File: src/rtl/ipd_pkg.sv
// ipd_pkg: shared constants, codes and types of the image pooling downsampler
// no dependencies; used by ipd_scan, image_pooling_downsampler and the testbench
`default_nettype none

package ipd_pkg;

  // pixel format and sizes
  localparam int PIXEL_BITS   = 16;
  localparam int SUM_BITS     = PIXEL_BITS + 4;   // room for a 4x4 block sum
  localparam int MAX_SIDE     = 128;
  localparam int MIN_SIDE     = 4;
  localparam int CNT_BITS     = $clog2(MAX_SIDE);
  localparam int SIDE_BITS    = CNT_BITS + 1;
  localparam int BAND_DEPTH   = MAX_SIDE / 2;
  localparam int IDX_BITS     = $clog2(BAND_DEPTH);
  localparam int CFG_IDX_BITS = 2;
  localparam int CFG_DATA_BITS = 8;

  localparam logic [SUM_BITS-1:0] ONE_VALUE = SUM_BITS'(1) << (PIXEL_BITS - 1);

  // pooling modes
  localparam logic [1:0] MODE_AVG2 = 2'd0;
  localparam logic [1:0] MODE_AVG4 = 2'd1;
  localparam logic [1:0] MODE_SUM4 = 2'd2;

  // register indexes
  localparam logic [CFG_IDX_BITS-1:0] REG_POOL_MODE  = CFG_IDX_BITS'(0);
  localparam logic [CFG_IDX_BITS-1:0] REG_IMAGE_SIDE = CFG_IDX_BITS'(1);

  // position of one pixel inside the block grid
  typedef struct packed {
    logic [IDX_BITS-1:0] idx;        // block column
    logic                first_col;  // first pixel of a block row
    logic                last_col;   // last pixel of a block row
    logic                first_row;  // first row of a band
    logic                last_row;   // last row of a band
    logic                eoi;        // last pixel of the image
  } pos_t;

endpackage

`default_nettype wire

File: src/rtl/ipd_scan.sv
// ipd_scan: raster column/row counters and block position decode
// depends on ipd_pkg
`default_nettype none

module ipd_scan (
  input  wire logic                          clk,
  input  wire logic                          rst,
  input  wire logic                          step,
  input  wire logic                          restart,
  input  wire logic [1:0]                    pool_mode,
  input  wire logic [ipd_pkg::SIDE_BITS-1:0] image_side,
  output ipd_pkg::pos_t                      pos
);

  logic [ipd_pkg::CNT_BITS-1:0]  column;
  logic [ipd_pkg::CNT_BITS-1:0]  row;
  logic [ipd_pkg::CNT_BITS-1:0]  column_next;
  logic [ipd_pkg::CNT_BITS-1:0]  row_next;
  logic [ipd_pkg::CNT_BITS-1:0]  col;
  logic [ipd_pkg::CNT_BITS-1:0]  rw;
  logic [ipd_pkg::SIDE_BITS-1:0] side_clamp;
  logic [ipd_pkg::SIDE_BITS-1:0] side;
  logic [ipd_pkg::SIDE_BITS-1:0] col_inc;
  logic [ipd_pkg::SIDE_BITS-1:0] row_inc;
  logic                          blk4;

  // effective side: clamped, rounded down to the block size
  always_comb begin
    blk4 = (pool_mode != ipd_pkg::MODE_AVG2);
    if (image_side < ipd_pkg::SIDE_BITS'(ipd_pkg::MIN_SIDE)) begin
      side_clamp = ipd_pkg::SIDE_BITS'(ipd_pkg::MIN_SIDE);
    end else if (image_side > ipd_pkg::SIDE_BITS'(ipd_pkg::MAX_SIDE)) begin
      side_clamp = ipd_pkg::SIDE_BITS'(ipd_pkg::MAX_SIDE);
    end else begin
      side_clamp = image_side;
    end
    if (blk4) begin
      side = {side_clamp[ipd_pkg::SIDE_BITS-1:2], 2'b00};
    end else begin
      side = {side_clamp[ipd_pkg::SIDE_BITS-1:1], 1'b0};
    end
  end

  // position of the current pixel, restarting when out of the image
  always_comb begin
    if (({1'b0, column} >= side) || ({1'b0, row} >= side)) begin
      col = '0;
      rw  = '0;
    end else begin
      col = column;
      rw  = row;
    end
    if (blk4) begin
      pos.idx       = {1'b0, col[ipd_pkg::CNT_BITS-1:2]};
      pos.first_col = (col[1:0] == 2'b00);
      pos.last_col  = (col[1:0] == 2'b11);
      pos.first_row = (rw[1:0] == 2'b00);
      pos.last_row  = (rw[1:0] == 2'b11);
    end else begin
      pos.idx       = col[ipd_pkg::CNT_BITS-1:1];
      pos.first_col = !col[0];
      pos.last_col  = col[0];
      pos.first_row = !rw[0];
      pos.last_row  = rw[0];
    end
    pos.eoi = ({1'b0, col} == side - 1'b1) && ({1'b0, rw} == side - 1'b1);
  end

  // raster advance
  always_comb begin
    col_inc = {1'b0, col} + 1'b1;
    row_inc = {1'b0, rw} + 1'b1;
    if (col_inc >= side) begin
      column_next = '0;
      if (row_inc >= side) begin
        row_next = '0;
      end else begin
        row_next = row_inc[ipd_pkg::CNT_BITS-1:0];
      end
    end else begin
      column_next = col_inc[ipd_pkg::CNT_BITS-1:0];
      row_next    = rw;
    end
  end

  always_ff @(posedge clk) begin
    if (rst || restart) begin
      column <= '0;
      row    <= '0;
    end else if (step) begin
      column <= column_next;
      row    <= row_next;
    end
  end

endmodule

`default_nettype wire

File: src/rtl/image_pooling_downsampler.sv
// image_pooling_downsampler: streaming 2x2 / 4x4 average or clamped-sum pooling
// depends on ipd_pkg and ipd_scan
//
//  channel | signals                                   | direction
//  --------+-------------------------------------------+----------
//  input   | in_valid, in_ready, pixel_value           | in
//  output  | out_valid, out_ready, pooled_value,       | out
//          | end_of_image                              |
//  config  | cfg_write, cfg_index, cfg_data            | in
//
// one item per cycle while the sum stage does not hold; an item waits in the sum stage
// (line-store read issued at accept, add and write-back when the stage advances)
// and its result is loaded into the output register as it leaves the sum stage.
// synchronous reset clears counters, valids, pool_mode to 0 and image_side to 128.
// the sum stage holds only while it carries a result and the output register
// is full and not taken; items without a result never stall.
`default_nettype none

module image_pooling_downsampler (
  input  wire logic                              clk,
  input  wire logic                              rst,
  input  wire logic                              cfg_write,
  input  wire logic [ipd_pkg::CFG_IDX_BITS-1:0]  cfg_index,
  input  wire logic [ipd_pkg::CFG_DATA_BITS-1:0] cfg_data,
  input  wire logic                              in_valid,
  output logic                                   in_ready,
  input  wire logic [ipd_pkg::PIXEL_BITS-1:0]    pixel_value,
  output logic                                   out_valid,
  input  wire logic                              out_ready,
  output logic [ipd_pkg::PIXEL_BITS-1:0]         pooled_value,
  output logic                                   end_of_image
);

  logic [1:0]                     pool_mode;
  logic [ipd_pkg::SIDE_BITS-1:0]  image_side;
  logic                           cfg_restart;
  logic                           accept;
  ipd_pkg::pos_t                  pos;
  logic [ipd_pkg::SUM_BITS-1:0]   horizontal_sum;
  logic [ipd_pkg::SUM_BITS-1:0]   horizontal_sum_next;
  logic                           s1_valid;
  ipd_pkg::pos_t                  s1_pos;
  logic [ipd_pkg::SUM_BITS-1:0]   band_rd;
  logic [ipd_pkg::SUM_BITS-1:0]   band_new;
  logic                           s1_result;
  logic                           s1_advance;
  logic [ipd_pkg::PIXEL_BITS-1:0] result;
  logic [ipd_pkg::SUM_BITS-1:0]   band_sums [ipd_pkg::BAND_DEPTH];

  // configuration registers
  always_ff @(posedge clk) begin
    if (rst) begin
      pool_mode  <= ipd_pkg::MODE_AVG2;
      image_side <= ipd_pkg::SIDE_BITS'(ipd_pkg::MAX_SIDE);
    end else if (cfg_write) begin
      if (cfg_index == ipd_pkg::REG_POOL_MODE) begin
        pool_mode <= cfg_data[1:0];
      end else if (cfg_index == ipd_pkg::REG_IMAGE_SIDE) begin
        image_side <= cfg_data;
      end
    end
  end

  // a write to a known register drops the image in progress
  always_comb begin
    cfg_restart = cfg_write &&
                  ((cfg_index == ipd_pkg::REG_POOL_MODE) ||
                   (cfg_index == ipd_pkg::REG_IMAGE_SIDE));
  end

  // raster position of the incoming item
  ipd_scan u_scan (
    .clk        (clk),
    .rst        (rst),
    .step       (accept),
    .restart    (cfg_restart),
    .pool_mode  (pool_mode),
    .image_side (image_side),
    .pos        (pos)
  );

  // handshake
  always_comb begin
    s1_result  = s1_pos.last_col && s1_pos.last_row;
    s1_advance = s1_valid && (!s1_result || !out_valid || out_ready);
    in_ready   = !s1_valid || s1_advance;
    accept     = in_valid && in_ready;
  end

  // horizontal sum over the pixels of one block row
  always_comb begin
    if (pos.first_col) begin
      horizontal_sum_next = ipd_pkg::SUM_BITS'(pixel_value);
    end else begin
      horizontal_sum_next = horizontal_sum + ipd_pkg::SUM_BITS'(pixel_value);
    end
  end

  // sum stage registers and line-store read
  always_ff @(posedge clk) begin
    if (rst) begin
      s1_valid <= 1'b0;
    end else if (accept) begin
      s1_valid <= 1'b1;
    end else if (s1_advance) begin
      s1_valid <= 1'b0;
    end
  end

  always_ff @(posedge clk) begin
    if (accept) begin
      horizontal_sum <= horizontal_sum_next;
      s1_pos         <= pos;
      band_rd        <= band_sums[pos.idx];
    end
  end

  // band column sum and pooled value
  always_comb begin
    if (s1_pos.first_row) begin
      band_new = horizontal_sum;
    end else begin
      band_new = band_rd + horizontal_sum;
    end
    case (pool_mode)
      ipd_pkg::MODE_AVG2: result = band_new[ipd_pkg::PIXEL_BITS+1:2];
      ipd_pkg::MODE_AVG4: result = band_new[ipd_pkg::PIXEL_BITS+3:4];
      default: begin
        if (band_new > ipd_pkg::ONE_VALUE) begin
          result = ipd_pkg::ONE_VALUE[ipd_pkg::PIXEL_BITS-1:0];
        end else begin
          result = band_new[ipd_pkg::PIXEL_BITS-1:0];
        end
      end
    endcase
  end

  // line-store write-back
  always_ff @(posedge clk) begin
    if (s1_advance && s1_pos.last_col) begin
      band_sums[s1_pos.idx] <= band_new;
    end
  end

  // output register
  always_ff @(posedge clk) begin
    if (rst) begin
      out_valid <= 1'b0;
    end else if (s1_advance && s1_result) begin
      out_valid <= 1'b1;
    end else if (out_ready) begin
      out_valid <= 1'b0;
    end
  end

  always_ff @(posedge clk) begin
    if (s1_advance && s1_result) begin
      pooled_value <= result;
      end_of_image <= s1_pos.eoi;
    end
  end

  // a result leaving the sum stage lands in the output register
  assert property (@(posedge clk) disable iff (rst)
    (s1_advance && s1_result) |=> out_valid)
    else $error("pooled item lost between sum stage and output");

  // a full output register that is not taken holds a result-bearing sum stage
  assert property (@(posedge clk) disable iff (rst)
    (s1_valid && s1_result && out_valid && !out_ready) |-> !in_ready)
    else $error("input taken while sum stage is blocked");

  // a restarting configuration write puts the raster at the first block position
  assert property (@(posedge clk) disable iff (rst)
    cfg_restart |=> (pos.first_col && pos.first_row && (pos.idx == '0)))
    else $error("scan position not restarted after configuration write");

  // end of image only comes with the last column and last row of a block
  assert property (@(posedge clk) disable iff (rst)
    (s1_advance && s1_pos.eoi) |-> (s1_pos.last_col && s1_pos.last_row))
    else $error("end of image outside a block corner");

endmodule

`default_nettype wire

File: config.mk
export PLATFORM = sky130hd
export DESIGN_NAME = image_pooling_downsampler
export DESIGN_NICKNAME = d
export VERILOG_FILES = /design/src/rtl/ipd_pkg.sv /design/src/rtl/ipd_scan.sv /design/src/rtl/image_pooling_downsampler.sv
export SDC_FILE = /design/constraint.sdc
export NUM_CORES = 2
export LEC_CHECK = 0
export BUFFER_PORTS_ARGS = -buffer_cell sky130_fd_sc_hd__buf_2
export CORE_MARGIN = 10
export CORE_UTILIZATION = 60
export CTS_CLUSTER_SIZE = 8
export DETAILED_ROUTE_END_ITERATION = 8
export PLACE_DENSITY_LB_ADDON = 0.15
export RECOVER_POWER = 25
export SLEW_MARGIN = 20
export SYNTH_ARGS = -nofsm -noshare
export SYNTH_HDL_FRONTEND = slang
export SYNTH_SLANG_ARGS = --single-unit
File: constraint.sdc
create_clock -name clk -period 13.75 [get_ports clk]
set_input_delay 2.75 -clock clk [delete_from_list [all_inputs] [get_ports clk]]
set_output_delay 2.75 -clock clk [all_outputs]
set_load 0.01 [all_outputs]
==> run summary <==
hold worst-path end -> end_of_image
Max Buffers Root-to-Sink -> 3
Initial DRT Pass Iterations -> 6
PwrDens -> 145 nW/um2
maximum vdd drop -> 0.113 mV
Peak Freq -> 125 MHz
Setup TNS -> 0 ps
Max Cap Violations -> 12
Detail Placement HPWL -> 99,400 um
HP Start -> s1_pos[0]
largest net degree at the start of global routing -> 149
top cells by area, synth -> edfxtp_1 71%, nand2_1 4.0%, mux2i_1 2.4%
final worst path period need -> 7980 ps
Die W -> 327 um
latest clock arrival within the worst-skew pair -> 800 ps
Die Y -> 327 um
R2R depth -> 11
CTS tree -> built
Final Hold Viols -> 0
sequential share of the synthesized area -> 72.2%
cts bufs inserted -> 189
failing checks -> capacitance limit, slew limit
Row Count -> 112
CP Class -> flip-flop to flip-flop
DRC viols -> 0
grt total ovfl -> 0
Hold Buf Count CTS -> 0
Yosys reg bits -> 1,372
vias in the first global route -> 35,129
GRT Overall Usage -> 31.2%
Mapped Nets -> 4,150
I/O Buffers -> 49
Cells after Synth -> 4,051
first-pass GRT wire length -> 246,000 um
final WL -> 170,000 um
nets@finish -> 4,267
Clock Root Buffer -> clkbuf_16
Mapped Area -> 56,700 um2
Clock Sink Count -> 1,372
Worst Path Required -> 14,220 ps
Final ANT Viol Nets -> 0
initial antenna violation count -> 11
DR iter-0 viols -> 5,650
detailed-route via count -> 37,295
post-layout util -> 68.3%
Startpoint Class -> flip-flop
Yosys top cell by area -> edfxtp_1
Placer Congestion -> 0.903
worst min path class -> flip-flop to flip-flop
core box area -> 93,500 um2
share of layout cells above drive strength 1 -> 12.2%
DR WL/cell -> 31.1 um
EDFF count, synth -> 1,347
I/O pins -> 50
ys async rst share -> 0%
CTS clk-pin slew, worst paths -> 60 ps
leakage -> 0.0215 uW
die area -> 107,000 um2
CTS resizes -> 0
post-CTS setup repair buffer count -> 0
WHS -> 453 ps
Synth Flop Type -> edfxtp_1
Critical R2R Launch -> s1_pos[2]
critical path arrival -> 8450 ps
outcome -> finished, violations left
Placed Area -> 58,800 um2
worst slew pin tran -> 3960 ps
Final Cell Area -> 63,800 um2
Initial Util -> 60.6%
Distinct cells, synth -> 83
area grow syn2layout -> 12.6%
Hold Path Stages -> 0
YS warnings -> 0
final setup skew -> 43.0 ps
Via density -> 6.84
R2R Setup Slk -> 5770 ps
syn_area_per_cell -> 14.0 um2
H-tree Lvls -> 4
r2r endpoint -> pooled_value[0]
RSZ-0062 raised after global routing -> false
Design Power -> 9250 uW
Period Utilization, post-route -> 58.0%
Rel. slew slack -> -164%
Crit Path Max Fanout -> 65
top cell type's share of synthesized area -> 71.4%
max-slew violations -> 788
CP Capture Type -> flip-flop
Final setup viols -> 0
[routing by layer]
metal	vias up	wire (um)	global-route usage, %
met5	-	46	0
met4	8	7050	12.6
met3	377	24200	9.30
met2	2657	74400	45.6
met1	18397	64100	43.8
li1	15856	-	-
[registers in the layout, summed over array words and instances (netlist names)]
name and cells:
s1_pos 10, pool_mode 2, band_rd 20, horizontal_sum 20
image_side 7, pooled_value 16, end_of_image 1, u_scan.column 7
s1_valid 1, u_scan.row 7, out_valid 1, band_sums 1280
[cell families (layout without fill, tap and decap cells)]
kind of cell,Yosys count,in the layout,synth area share (%)
other cells,0,3,0
simple gates,1338,1338,10.3
compound gates,794,794,9.75
flops,1372,1372,72.2
fa+ha+maj,68,68,1.53
buf+inv,282,429,2.19
mux,165,165,3.46
xor+xnor,32,32,0.494
[worst max-delay path by stage]
stage                           start                to  slack [ps]  cells past startpoint
detailed placement       pool_mode[0]        band_rd[9]        7530                     16
floorplan           horizontal_sum[0]  pooled_value[12]        6180                     11
global placement        image_side[7]     u_scan.row[3]        7590                     20
global route                s1_pos[2]   pooled_value[3]        5120                     11
CTS                      pool_mode[0]        band_rd[9]        7490                     16
finish                      s1_pos[2]   pooled_value[0]        5770                     11
[cell usage after synthesis, drive strengths merged, types with 9 or more instances]
master	number
edfxtp	1347
nand2	603
nor2	340
nand3	166
mux2i	138
buf	133
o21ai	133
a21oi	105
clkbuf	105
o22ai	103
a31oi	97
ha	66
o221ai	49
a211oi	45
inv	42
a221oi	40
nor3	38
o2111ai	36
or3	29
nor4	28
or4	26
dfxtp	25
nand2b	25
mux4	24
o211ai	23
xor2	23
a2111oi	22
a31o	17
nand4	16
and3	14
nor3b	13
o31ai	12
nor2b	10
o21a	9
xnor2	9
[report_power, final]
group	internal [uW]	switching (uW)	leakage (uW)
clock	2480	1640	0.00248
combinational	102	326	0.00666
sequential	4690	19.9	0.0124
[cell type report]
| cell class | count | area [um2] |
|---|---|---|
| Antenna cell | 3 | 7.51 |
| Clock buffer | 210 | 4870 |
| Clock inverter | 11 | 206 |
| Fill cell | 6378 | 29700 |
| Inverter | 44 | 165 |
| Multi-Input combinational cell | 2397 | 15000 |
| Sequential cell | 1372 | 41000 |
| Tap cell | 1254 | 1570 |
| Timing Repair Buffer | 164 | 1070 |
[critical path: stages (launching register included)]
cell      delay (ps)
edfxtp_1         320
clkbuf_1        1680
clkinv_1        1000
mux2i_4          340
clkbuf_1        2790
inv_1            240
nand3_1          230
nor4_1            90
nand4b_1         300
o31ai_1          130
nand4_1          330
o22ai_1          170
[per-stage QoR]
stage | setup WS (ps) | cells
after global routing | 5120 | 5452
after global placement | 7590 | 5231
final | 5770 | 5455
after CTS | 7490 | 5452
after floorplan | 6180 | 4051
after detailed placement | 7530 | 5231
[layout by cell type, fill, tap and decap left out, types with 27 or more instances in the layout]
cell type / n
a31oi_1: 96
o22ai_1: 103
buf_2: 49
buf_4: 101
edfxtp_1: 1347
nor3_1: 38
o21ai_0: 121
nor2_2: 48
o221ai_1: 47
o2111ai_1: 36
clkbuf_16: 192
mux2i_1: 136
nor4_1: 27
a211oi_1: 45
clkbuf_1: 31
or3_1: 29
a221oi_1: 40
nand2_1: 598
ha_1: 66
inv_1: 35
nand3_1: 163
nor2_1: 275
a21oi_1: 104
(Power assumes the default switching activity.)
